==> src/hw/rtl/pdp_pkg.sv <==
package pdp_pkg;

  localparam int TOTAL_BITS = 48;
  localparam int LIMIT_BITS = 5;

  typedef enum logic [1:0] {
    ST_IDLE,
    ST_SCAN,
    ST_DRAIN
  } state_t;

  typedef struct packed {
    logic issue;
    logic first;
    logic fill;
  } step_ctl_t;

endpackage

==> src/hw/rtl/partition_max_sum_dp_core.sv <==
// An input beat starts a scan over n window entries, where n is the
// smaller of group_limit and the number of items so far in the sequence.
// No new item is taken until the result beat is committed; the scan uses the
// shared max, multiply and add unit that steps through one window entry a cycle.
// Reset clears the sequence history and sets group_limit to 1.
module partition_max_sum_dp_core #(
  parameter int MAX_GROUP  = 16,
  parameter int VALUE_BITS = 20
) (
  input  logic                               clk,
  input  logic                               rst_n,
  input  logic                               in_valid,
  output logic                               in_ready,
  input  logic [VALUE_BITS-1:0]              in_value,
  input  logic                               in_start_new,
  output logic                               out_valid,
  input  logic                               out_ready,
  output logic [pdp_pkg::TOTAL_BITS-1:0]     out_best_total,
  input  logic                               cfg_valid,
  output logic                               cfg_ready,
  input  logic [pdp_pkg::LIMIT_BITS-1:0]     cfg_group_limit
);

  localparam int IDX_BITS = (MAX_GROUP > 1) ? $clog2(MAX_GROUP) : 1;

  logic [pdp_pkg::LIMIT_BITS-1:0]  limit_r, limit_nxt;
  logic [VALUE_BITS-1:0]           value_r;
  logic                            out_valid_r, out_valid_nxt;
  logic [pdp_pkg::TOTAL_BITS-1:0]  out_best_r;
  pdp_pkg::step_ctl_t              ctl;
  logic [IDX_BITS-1:0]             idx;
  logic                            commit;
  logic                            busy;
  logic                            out_free;
  logic [VALUE_BITS-1:0]           win_value;
  logic [pdp_pkg::TOTAL_BITS-1:0]  win_best;
  logic [pdp_pkg::TOTAL_BITS-1:0]  best;

  assign cfg_ready      = 1'b1;
  assign out_free       = !out_valid_r || out_ready;
  assign out_valid      = out_valid_r;
  assign out_best_total = out_best_r;

  always_comb begin
    limit_nxt     = cfg_valid ? cfg_group_limit : limit_r;
    out_valid_nxt = commit ? 1'b1 : (out_ready ? 1'b0 : out_valid_r);
  end

  always_ff @(posedge clk) begin
    if (!rst_n) begin
      limit_r     <= pdp_pkg::LIMIT_BITS'(1);
      out_valid_r <= 1'b0;
    end else begin
      limit_r     <= limit_nxt;
      out_valid_r <= out_valid_nxt;
    end
  end

  always_ff @(posedge clk) begin
    if (in_valid && in_ready) begin
      value_r <= in_value;
    end
    if (commit) begin
      out_best_r <= best;
    end
  end

  pdp_seq #(
    .MAX_GROUP(MAX_GROUP)
  ) u_seq (
    .clk         (clk),
    .rst_n       (rst_n),
    .in_valid    (in_valid),
    .in_start_new(in_start_new),
    .limit       (limit_r),
    .busy        (busy),
    .out_free    (out_free),
    .in_ready    (in_ready),
    .ctl         (ctl),
    .idx         (idx),
    .commit      (commit)
  );

  pdp_window #(
    .MAX_GROUP (MAX_GROUP),
    .VALUE_BITS(VALUE_BITS)
  ) u_window (
    .clk        (clk),
    .shift_en   (commit),
    .shift_value(value_r),
    .shift_best (best),
    .rd_idx     (idx),
    .rd_value   (win_value),
    .rd_best    (win_best)
  );

  pdp_unit #(
    .MAX_GROUP (MAX_GROUP),
    .VALUE_BITS(VALUE_BITS)
  ) u_unit (
    .clk      (clk),
    .rst_n    (rst_n),
    .ctl      (ctl),
    .idx      (idx),
    .cur_value(value_r),
    .win_value(win_value),
    .win_best (win_best),
    .busy     (busy),
    .best     (best)
  );

endmodule

==> src/hw/rtl/pdp_window.sv <==
module pdp_window #(
  parameter int MAX_GROUP  = 16,
  parameter int VALUE_BITS = 20
) (
  input  logic                                clk,
  input  logic                                shift_en,
  input  logic [VALUE_BITS-1:0]               shift_value,
  input  logic [pdp_pkg::TOTAL_BITS-1:0]      shift_best,
  input  logic [((MAX_GROUP > 1) ? $clog2(MAX_GROUP) : 1)-1:0] rd_idx,
  output logic [VALUE_BITS-1:0]               rd_value,
  output logic [pdp_pkg::TOTAL_BITS-1:0]      rd_best
);

  localparam int IDX_BITS  = (MAX_GROUP > 1) ? $clog2(MAX_GROUP) : 1;
  localparam int VW_DEPTH  = (MAX_GROUP > 1) ? MAX_GROUP - 1 : 1;
  localparam int VIDX_BITS = (VW_DEPTH > 1) ? $clog2(VW_DEPTH) : 1;

  logic [VALUE_BITS-1:0]          vw_r [VW_DEPTH];
  logic [pdp_pkg::TOTAL_BITS-1:0] bw_r [MAX_GROUP];
  logic [IDX_BITS-1:0]            vsel;

  always_ff @(posedge clk) begin
    if (shift_en) begin
      for (int k = VW_DEPTH - 1; k > 0; k--) begin
        vw_r[k] <= vw_r[k-1];
      end
      for (int k = MAX_GROUP - 1; k > 0; k--) begin
        bw_r[k] <= bw_r[k-1];
      end
      vw_r[0] <= shift_value;
      bw_r[0] <= shift_best;
    end
  end

  // The value of the item j back is read one entry lower than the best sum of the item before it.
  assign vsel     = (rd_idx == '0) ? '0 : rd_idx - IDX_BITS'(1);
  assign rd_value = vw_r[vsel[VIDX_BITS-1:0]];
  assign rd_best  = bw_r[rd_idx];

endmodule

==> src/hw/rtl/pdp_unit.sv <==
module pdp_unit #(
  parameter int MAX_GROUP  = 16,
  parameter int VALUE_BITS = 20
) (
  input  logic                                clk,
  input  logic                                rst_n,
  input  pdp_pkg::step_ctl_t                  ctl,
  input  logic [((MAX_GROUP > 1) ? $clog2(MAX_GROUP) : 1)-1:0] idx,
  input  logic [VALUE_BITS-1:0]               cur_value,
  input  logic [VALUE_BITS-1:0]               win_value,
  input  logic [pdp_pkg::TOTAL_BITS-1:0]      win_best,
  output logic                                busy,
  output logic [pdp_pkg::TOTAL_BITS-1:0]      best
);

  localparam int CNT_BITS  = $clog2(MAX_GROUP + 1);
  localparam int PROD_BITS = VALUE_BITS + CNT_BITS;
  localparam int TB        = pdp_pkg::TOTAL_BITS;

  logic                  a_v_r, a_v_nxt;
  logic                  b_v_r, b_v_nxt;
  logic [VALUE_BITS-1:0] run_max_r, run_max_nxt;
  logic [CNT_BITS-1:0]   fac_r, fac_nxt;
  logic [TB-1:0]         bwa_r, bwa_nxt;
  logic [PROD_BITS-1:0]  prod_r, prod_nxt;
  logic [TB-1:0]         bwb_r;
  logic [TB-1:0]         best_r, best_nxt;
  logic [TB:0]           sum;
  logic [TB-1:0]         cand;

  always_comb begin
    if (ctl.first) begin
      run_max_nxt = cur_value;
    end else if (win_value > run_max_r) begin
      run_max_nxt = win_value;
    end else begin
      run_max_nxt = run_max_r;
    end
    fac_nxt  = CNT_BITS'(idx) + CNT_BITS'(1);
    bwa_nxt  = ctl.fill ? win_best : '0;
    a_v_nxt  = ctl.issue;
    b_v_nxt  = a_v_r;
    prod_nxt = PROD_BITS'(run_max_r) * PROD_BITS'(fac_r);
    sum      = {1'b0, bwb_r} + (TB + 1)'(prod_r);
    cand     = sum[TB] ? {TB{1'b1}} : sum[TB-1:0];
    if (ctl.issue && ctl.first) begin
      best_nxt = '0;
    end else if (b_v_r && (cand > best_r)) begin
      best_nxt = cand;
    end else begin
      best_nxt = best_r;
    end
  end

  always_ff @(posedge clk) begin
    if (!rst_n) begin
      a_v_r <= 1'b0;
      b_v_r <= 1'b0;
    end else begin
      a_v_r <= a_v_nxt;
      b_v_r <= b_v_nxt;
    end
  end

  always_ff @(posedge clk) begin
    if (ctl.issue) begin
      run_max_r <= run_max_nxt;
      fac_r     <= fac_nxt;
      bwa_r     <= bwa_nxt;
    end
    prod_r <= prod_nxt;
    bwb_r  <= bwa_r;
    best_r <= best_nxt;
  end

  assign busy = a_v_r | b_v_r;
  assign best = best_r;

endmodule

==> src/hw/rtl/pdp_seq.sv <==
module pdp_seq #(
  parameter int MAX_GROUP = 16
) (
  input  logic                               clk,
  input  logic                               rst_n,
  input  logic                               in_valid,
  input  logic                               in_start_new,
  input  logic [pdp_pkg::LIMIT_BITS-1:0]     limit,
  input  logic                               busy,
  input  logic                               out_free,
  output logic                               in_ready,
  output pdp_pkg::step_ctl_t                 ctl,
  output logic [((MAX_GROUP > 1) ? $clog2(MAX_GROUP) : 1)-1:0] idx,
  output logic                               commit
);

  localparam int IDX_BITS = (MAX_GROUP > 1) ? $clog2(MAX_GROUP) : 1;
  localparam int CNT_BITS = $clog2(MAX_GROUP + 1);
  localparam int LW = (CNT_BITS > pdp_pkg::LIMIT_BITS) ? CNT_BITS : pdp_pkg::LIMIT_BITS;

  pdp_pkg::state_t       state_r, state_nxt;
  logic [IDX_BITS-1:0]   j_r, j_nxt;
  logic [IDX_BITS-1:0]   last_r, last_nxt;
  logic [CNT_BITS-1:0]   seen_r, seen_nxt;
  logic                  accept;
  logic                  last_step;
  logic [LW-1:0]         glim;
  logic [LW-1:0]         gm1;
  logic [LW-1:0]         seen_w;

  always_comb begin
    in_ready  = (state_r == pdp_pkg::ST_IDLE);
    accept    = in_ready && in_valid;
    ctl.issue = (state_r == pdp_pkg::ST_SCAN);
    ctl.first = (j_r == '0);
    ctl.fill  = (CNT_BITS'(j_r) < seen_r);
    last_step = ctl.issue && (j_r == last_r);
    commit    = (state_r == pdp_pkg::ST_DRAIN) && !busy && out_free;
    idx       = j_r;
  end

  always_comb begin
    case (state_r)
      pdp_pkg::ST_IDLE:  state_nxt = accept ? pdp_pkg::ST_SCAN : pdp_pkg::ST_IDLE;
      pdp_pkg::ST_SCAN:  state_nxt = last_step ? pdp_pkg::ST_DRAIN : pdp_pkg::ST_SCAN;
      pdp_pkg::ST_DRAIN: state_nxt = commit ? pdp_pkg::ST_IDLE : pdp_pkg::ST_DRAIN;
      default:           state_nxt = pdp_pkg::ST_IDLE;
    endcase
  end

  always_comb begin
    j_nxt    = j_r;
    last_nxt = last_r;
    seen_nxt = seen_r;
    glim     = LW'(limit);
    if (glim == '0) begin
      glim = LW'(1);
    end
    if (glim > LW'(MAX_GROUP)) begin
      glim = LW'(MAX_GROUP);
    end
    gm1    = glim - LW'(1);
    seen_w = in_start_new ? '0 : LW'(seen_r);
    if (accept) begin
      j_nxt    = '0;
      seen_nxt = CNT_BITS'(seen_w);
      last_nxt = (gm1 < seen_w) ? IDX_BITS'(gm1) : IDX_BITS'(seen_w);
    end else if (ctl.issue) begin
      j_nxt = j_r + IDX_BITS'(1);
    end else if (commit && (seen_r != CNT_BITS'(MAX_GROUP))) begin
      seen_nxt = seen_r + CNT_BITS'(1);
    end
  end

  always_ff @(posedge clk) begin
    if (!rst_n) begin
      state_r <= pdp_pkg::ST_IDLE;
      j_r     <= '0;
      last_r  <= '0;
      seen_r  <= '0;
    end else begin
      state_r <= state_nxt;
      j_r     <= j_nxt;
      last_r  <= last_nxt;
      seen_r  <= seen_nxt;
    end
  end

endmodule

==> config.mk <==
export PLATFORM = sky130hd
export DESIGN_NAME = partition_max_sum_dp_core
export DESIGN_NICKNAME = d
export VERILOG_FILES = /design/src/hw/rtl/pdp_pkg.sv /design/src/hw/rtl/partition_max_sum_dp_core.sv /design/src/hw/rtl/pdp_window.sv /design/src/hw/rtl/pdp_unit.sv /design/src/hw/rtl/pdp_seq.sv
export SDC_FILE = /design/constraint.sdc
export NUM_CORES = 2
export LEC_CHECK = 0
export ABC_AREA = 1
export BUFFER_PORTS_ARGS = -buffer_cell sky130_fd_sc_hd__buf_2
export CORE_MARGIN = 3
export CORE_UTILIZATION = 45
export CTS_CLUSTER_DIAMETER = 30
export CTS_CLUSTER_SIZE = 14
export DETAILED_ROUTE_END_ITERATION = 8
export SETUP_SLACK_MARGIN = 0.15
export SLEW_MARGIN = 20
export SYNTH_ARGS = -nofsm -noshare
export SYNTH_HDL_FRONTEND = slang
export SYNTH_SLANG_ARGS = --single-unit
==> constraint.sdc <==
create_clock -name clk -period 36.4 [get_ports clk]
set_clock_uncertainty 0.05 [all_clocks]
set_input_delay 3.64 -clock clk [delete_from_list [all_inputs] [get_ports clk]]
set_output_delay 3.64 -clock clk [all_outputs]
set_load 0.1 [all_outputs]
# Yosys cells after proc, flatten, opt, wreduce, memory -nomap -nowiden
# Memories as Yosys holds them, arrays and structs flattened. A register that Yosys moved wholly into a read port is not among the register bits.
# Index checks and enable logic that the tools add are counted.
op_classes:
  n_div: 0
  n_mul: 1
  order_cmp: 5
  muxes: 19
  n_eq_ne: 5
  shift: 0
  add_sub_neg: 6
  reduce_logical: 20
  bitwise: 2
ops:
  columns: ["op", "count"]
  rows:
  - ["$add A48 B25 Y49", 1]
  - ["$gt A48 B48 Y1", 1]
  - ["$mux W48", 1]
  - ["$mux W20", 2]
  - ["$mux W5", 6]
  - ["$mul A20 B5 Y25", 1]
  - ["$gt A20 B20 Y1", 1]
  - ["$mux W4", 2]
  - ["$logic_and A1 B1 Y1", 7]
  - ["$pmux W2 S3", 1]
  - ["$reduce_bool A2 Y1", 3]
  - ["$add A4 B1 Y5 const B", 1]
  - ["$add A5 B1 Y5 const B", 1]
  - ["$gt A5 B5 Y1 const B", 1]
  - ["$logic_not A5 Y1", 1]
  - ["$lt A4 B5 Y1", 1]
  - ["$lt A5 B5 Y1", 1]
  - ["$mux W1", 5]
  - ["$ne A5 B5 Y1 const B", 1]
  - ["$sub A5 B1 Y5 const B", 1]
  - ["$add A4 B1 Y4 const B", 1]
  - ["$eq A4 B4 Y1", 1]
  - ["$logic_not A4 Y1", 1]
  - ["$mux W2", 2]
  - ["other kinds (11)", 14]
word_totals:
  memories: 2
  input_bits: 31
  latchBits: 0
  wordCells: 75
  out_inout_bits: 51
  ramBits: 1068
  rom_bits: 0
  register_bits: 237
memory_table:
  columns: ["memory", "words", "word_bits", "rd", "rd_ports_with_merged_regs", "write_ports", "line", "text"]
  rows:
  - ["u_window.bw_r", 16, 48, 16, 1, 16, "pdp_window.sv:19", "logic [pdp_pkg::TOTAL_BITS-1:0] bw_r [MAX_GROUP];"]
  - ["u_window.vw_r", 15, 20, 15, 0, 15, "pdp_window.sv:18", "logic [VALUE_BITS-1:0] vw_r [VW_DEPTH];"]

# Depth between registers and ports, before layout
depth:
  depth_word: 8
  depth_mapped: 31
  mapped_depth_nobuf: 28

# Cells and area by module
# A second synthesis with hierarchy kept.
unflattened:
  hier_cells: 5615
  area_unflattened_um2: 60644.4
by_module_without_submodules:
  columns: ["mod", "seq_area_each_um2", "n_inst", "area_each_um2", "cells_each"]
  rows:
  - ["pdp_window", 32070.8, 1, 42665.9, 3366]
  - ["pdp_unit", 4654.5, 1, 14521.4, 1971]
  - ["partition_max_sum_dp_core", 2162.1, 1, 2267.2, 99]
  - ["pdp_seq", 300.3, 1, 1189.9, 179]

# Least setup slack after synthesis
# No wires, ideal clock.
synth_path:
  path_type: "input-to-reg"
  from: "input out_ready"
  to: "register u_seq.seen_r[2]"
  setup_time_ps: 121
  path_buffers: 0
  stages: 9
  required_ps: 36229
  arrival_ps: 25800
  setup_slack_ps: 10430
  cell_sequence: "inv_1 > nand2_1 > nand3_1 > inv_1 > nand2_1 > nand2_1 > a21oi_1 > a31oi_1 > a21oi_1"
synth_between:
  elab_chain_cells: 5
synth_rtl:
  columns: ["item", "line", "text"]
  rows:
  - ["start, declared", "partition_max_sum_dp_core.sv:17", "input logic out_ready,"]
  - ["$logic_or A1 B1 Y1", "partition_max_sum_dp_core.sv:40", "assign out_free = !out_valid_r || out_ready;"]
  - ["$logic_and A1 B1 Y1", "pdp_seq.sv:38", "commit = (state_r == pdp_pkg::ST_DRAIN) && !busy && out_free;"]
  - ["via commit", "partition_max_sum_dp_core.sv:32", "logic commit;"]
  - ["$logic_and A1 B1 Y1", "pdp_seq.sv:70", "end else if (commit && (seen_r != CNT_BITS'(MAX_GROUP))) begin"]
  - ["$reduce_bool A2 Y1 (no source line)", null, null]
  - ["$reduce_and A2 Y1 (no source line)", null, null]
  - ["end signal, assigned", "pdp_seq.sv:85", "seen_r <= seen_nxt;"]
  - ["end, declared", "pdp_seq.sv:24", "logic [CNT_BITS-1:0] seen_r, seen_nxt;"]
# The timed path passes the listed nets, and every way through them passes these cells.
# A chain may end at the register's enable or synchronous reset.

==> metrics.txt <==
status finished, final reports clean; RD Place Congestion 0.891; PortBufs 80; crit path buf inv count 7; area leader, netlist edfxtp_1; DPL Wire Length 82.5 mm; Tot GR Track Use 0.209; RR Endpoint u_unit.run_max_r[7]; wire per inst 19.7 um; Yosys top cell area share 0.607; critical path, cell by cell buf_2 -> inv_1 -> nand2_1 -> nand3_1 -> inv_8 -> buf_4 -> buf_4 -> buf_4 -> buf_6; Fillers 10600; commonest non-fill, non-tap cell in the layout edfxtp_1; R2R setup slack 29.56 ns; Max H-tree Level 4; sequential power share 0.331; Rows 130; Synth Warn # 0; CP most frequent cell buf_4; initial core utilization 0.455; Net Count, Synth 5279; drt first pass iters 5; fin nets 5379; P_leak 25.7 nW; power share of the clock group 0.326; register area share after synthesis 0.658; Cell variety after synth 54; hold-critical path depth 0; post-CTS sizing 0; Root Driver clkbuf_16; origin of the critical flop-to-flop path u_seq.idx[0]; first-pass GRT wire length 217 mm; routed vias 38400; unrepaired setup endpoints after global routing no; Tcrit/Tclk final 0.214; top cell family by delay on the critical path buffers and inverters; Final Util 0.535; CP Class primary input to flip-flop; Critical Path AT 8.18 ns; Crit path largest cell delay 0.87 ns; EDFF count, synth 1161; initial DRC count 3523; worst r2r path cells 19; worst slack at placement 27.37 ns; synthesized area per cell 11.4 um^2; CTS Buf Count 239; layout cells sized above 1 0.113; Pint 4.31 mW; Final min period 7.80 ns; max_cap viols 0; clock sink count 1305; Synth Flop Type edfxtp_1; Worst Hold Class flip-flop to flip-flop; Levels on crit path 9; DR DRC count 0; die height 363 um; fin. max-slew vios 0; slowest stage cell, crit path buf_4; worst endpoint required time 36.78 ns; # IOs 82; setup TNS 0 ns; Max Freq 0.128 GHz; number of global-route vias before repair 37500; Avg Vias per Cell 5.47; # setup viols final 0; Post-CTS Setup Bufs 0; Clk Latency, worst-skew pair 0.82 ns; commonest cells after routing, fill and taps aside edfxtp_1, nand2_1, nor2_1; CTS tree done; # hold bufs at CTS 0; chip width 363 um; crit path max fanout 139; Layout Area Growth over Synthesis 17.5%; pin count of the biggest net entering global routing 177; post-synthesis async set-or-reset flop share 0; Switching Share 0.378; maximum VDD drop 0.0828 mV; Slew HR 0.279; synth top area cells edfxtp_1, nand2_1, dfxtp_1, nor2_1, o21ai_0; Psw 2.62 mW; Die Area 132000 um^2; Placed Cells 6563; endpoints failing hold 0; drt total wl 138 mm; Netlist Area Pre-Place 57400 um^2; Congestion Overflow GR 0; worst setup path endpoint u_window.bw_r[4][37]; pwr dens 103 nW/um^2; Core Region 126000 um^2; Worst Setup SP out_ready; post-route ant nets 0; fin worst setup slack 28.60 ns; Reg clk slew, reported paths 0.06 ns; Final Instance Count excl. Fillers 7022; Logic pwr share 0.342; crit end category flip-flop; Worst Tran Pin Value 1.08 ns; initial antenna violation count 4; Worst setup SP type primary input; post-synthesis instance total 5054; Yosys reg bits 1305; Max Root-Sink Buffers 3
-- synth_stat cells (55+ instances only) --
| cell | n |
|---|---|
| edfxtp_1 | 1161 |
| nand2_1 | 817 |
| nor2_1 | 689 |
| o21ai_0 | 485 |
| inv_1 | 410 |
| nand3_1 | 160 |
| clkbuf_1 | 151 |
| dfxtp_1 | 144 |
| ha_1 | 139 |
| o211ai_1 | 139 |
| a21oi_1 | 132 |
| o221ai_1 | 129 |
| o22ai_1 | 100 |
| buf_2 | 79 |
| fa_1 | 55 |
-- registers in the layout, summed over array words and instances, names as in the netlist, 2 cells and up --
name	cells
u_unit.bwb_r	48
u_seq.last_r	4
u_seq.seen_r	5
u_unit.fac_r	5
u_unit.run_max_r	20
u_window.vw_r	300
u_seq.idx	4
u_window.bw_r	768
value_r	20
u_unit.prod_r	25
limit_r	5
u_seq.state_r	2
u_unit.bwa_r	48
u_unit.best	48
-- through the flow --
| step | total power, mW | cell area, um^2 | hold slack, ns |
|---|---|---|---|
| finish | 6.92 | 67400 | 0.276 |
| detailed placement | 4.68 | 59000 | 0.277 |
| global route | 7.39 | 67400 | 0.288 |
| CTS | 6.98 | 67400 | 0.274 |
| global placement | 4.67 | 59000 | 0.276 |
| floorplan | 4.27 | 57400 | 0.273 |
-- kinds of logic after synthesis --
logic type                 Yosys count  share of synthesized area
and+or+nand+nor                   1767                      0.125
DFF                               1305                      0.658
AOI/OAI and AO/OA                 1051                      0.111
buffers and inverters              688                     0.0494
adders and majority gates          194                     0.0495
xor gates and xnor gates            48                    0.00733
other                                1                  0.0000653
-- area by class of cell --
type                       count  area, um^2  share of cell area
timing repair buffer         120         733              0.0109
multi-input combinational   3061       16800               0.250
clock buffer                 273        6220              0.0923
antenna                        3        7.51            0.000111
tap                         1650        2060              0.0306
inverter                     427        1640              0.0243
sequential                  1305       37800               0.560
clock inverter               183        2150              0.0319
-- power groups by stage --
stage / clock [mW] / sequential [mW] / combinational (mW)
floorplan: 0 / 2.55 / 1.72
global placement: 0 / 2.31 / 2.36
detailed placement: 0 / 2.31 / 2.36
CTS: 2.30 / 2.29 / 2.39
global route: 2.37 / 2.33 / 2.69
finish: 2.26 / 2.29 / 2.37
-- worst min-delay path by stage --
stage / end / from
global placement: u_unit.bwb_r[47] / u_unit.bwa_r[47]
CTS: u_unit.bwb_r[46] / u_unit.bwa_r[46]
finish: u_unit.bwb_r[36] / u_unit.bwa_r[36]
global route: u_unit.bwb_r[43] / u_unit.bwa_r[43]
floorplan: u_unit.bwb_r[0] / u_unit.bwa_r[0]
detailed placement: u_unit.bwb_r[21] / u_unit.bwa_r[21]
-- per-layer routing --
layer | vias to the layer above | wire length, um | global-route usage
li1 | 18200 | - | -
met5 | - | 7 | 0
met2 | 1185 | 62000 | 0.314
met3 | 221 | 8750 | 0.0400
met1 | 18800 | 64100 | 0.305
met4 | 2 | 3380 | 0.0715
Note: power is estimated with default switching activity, not from simulation.
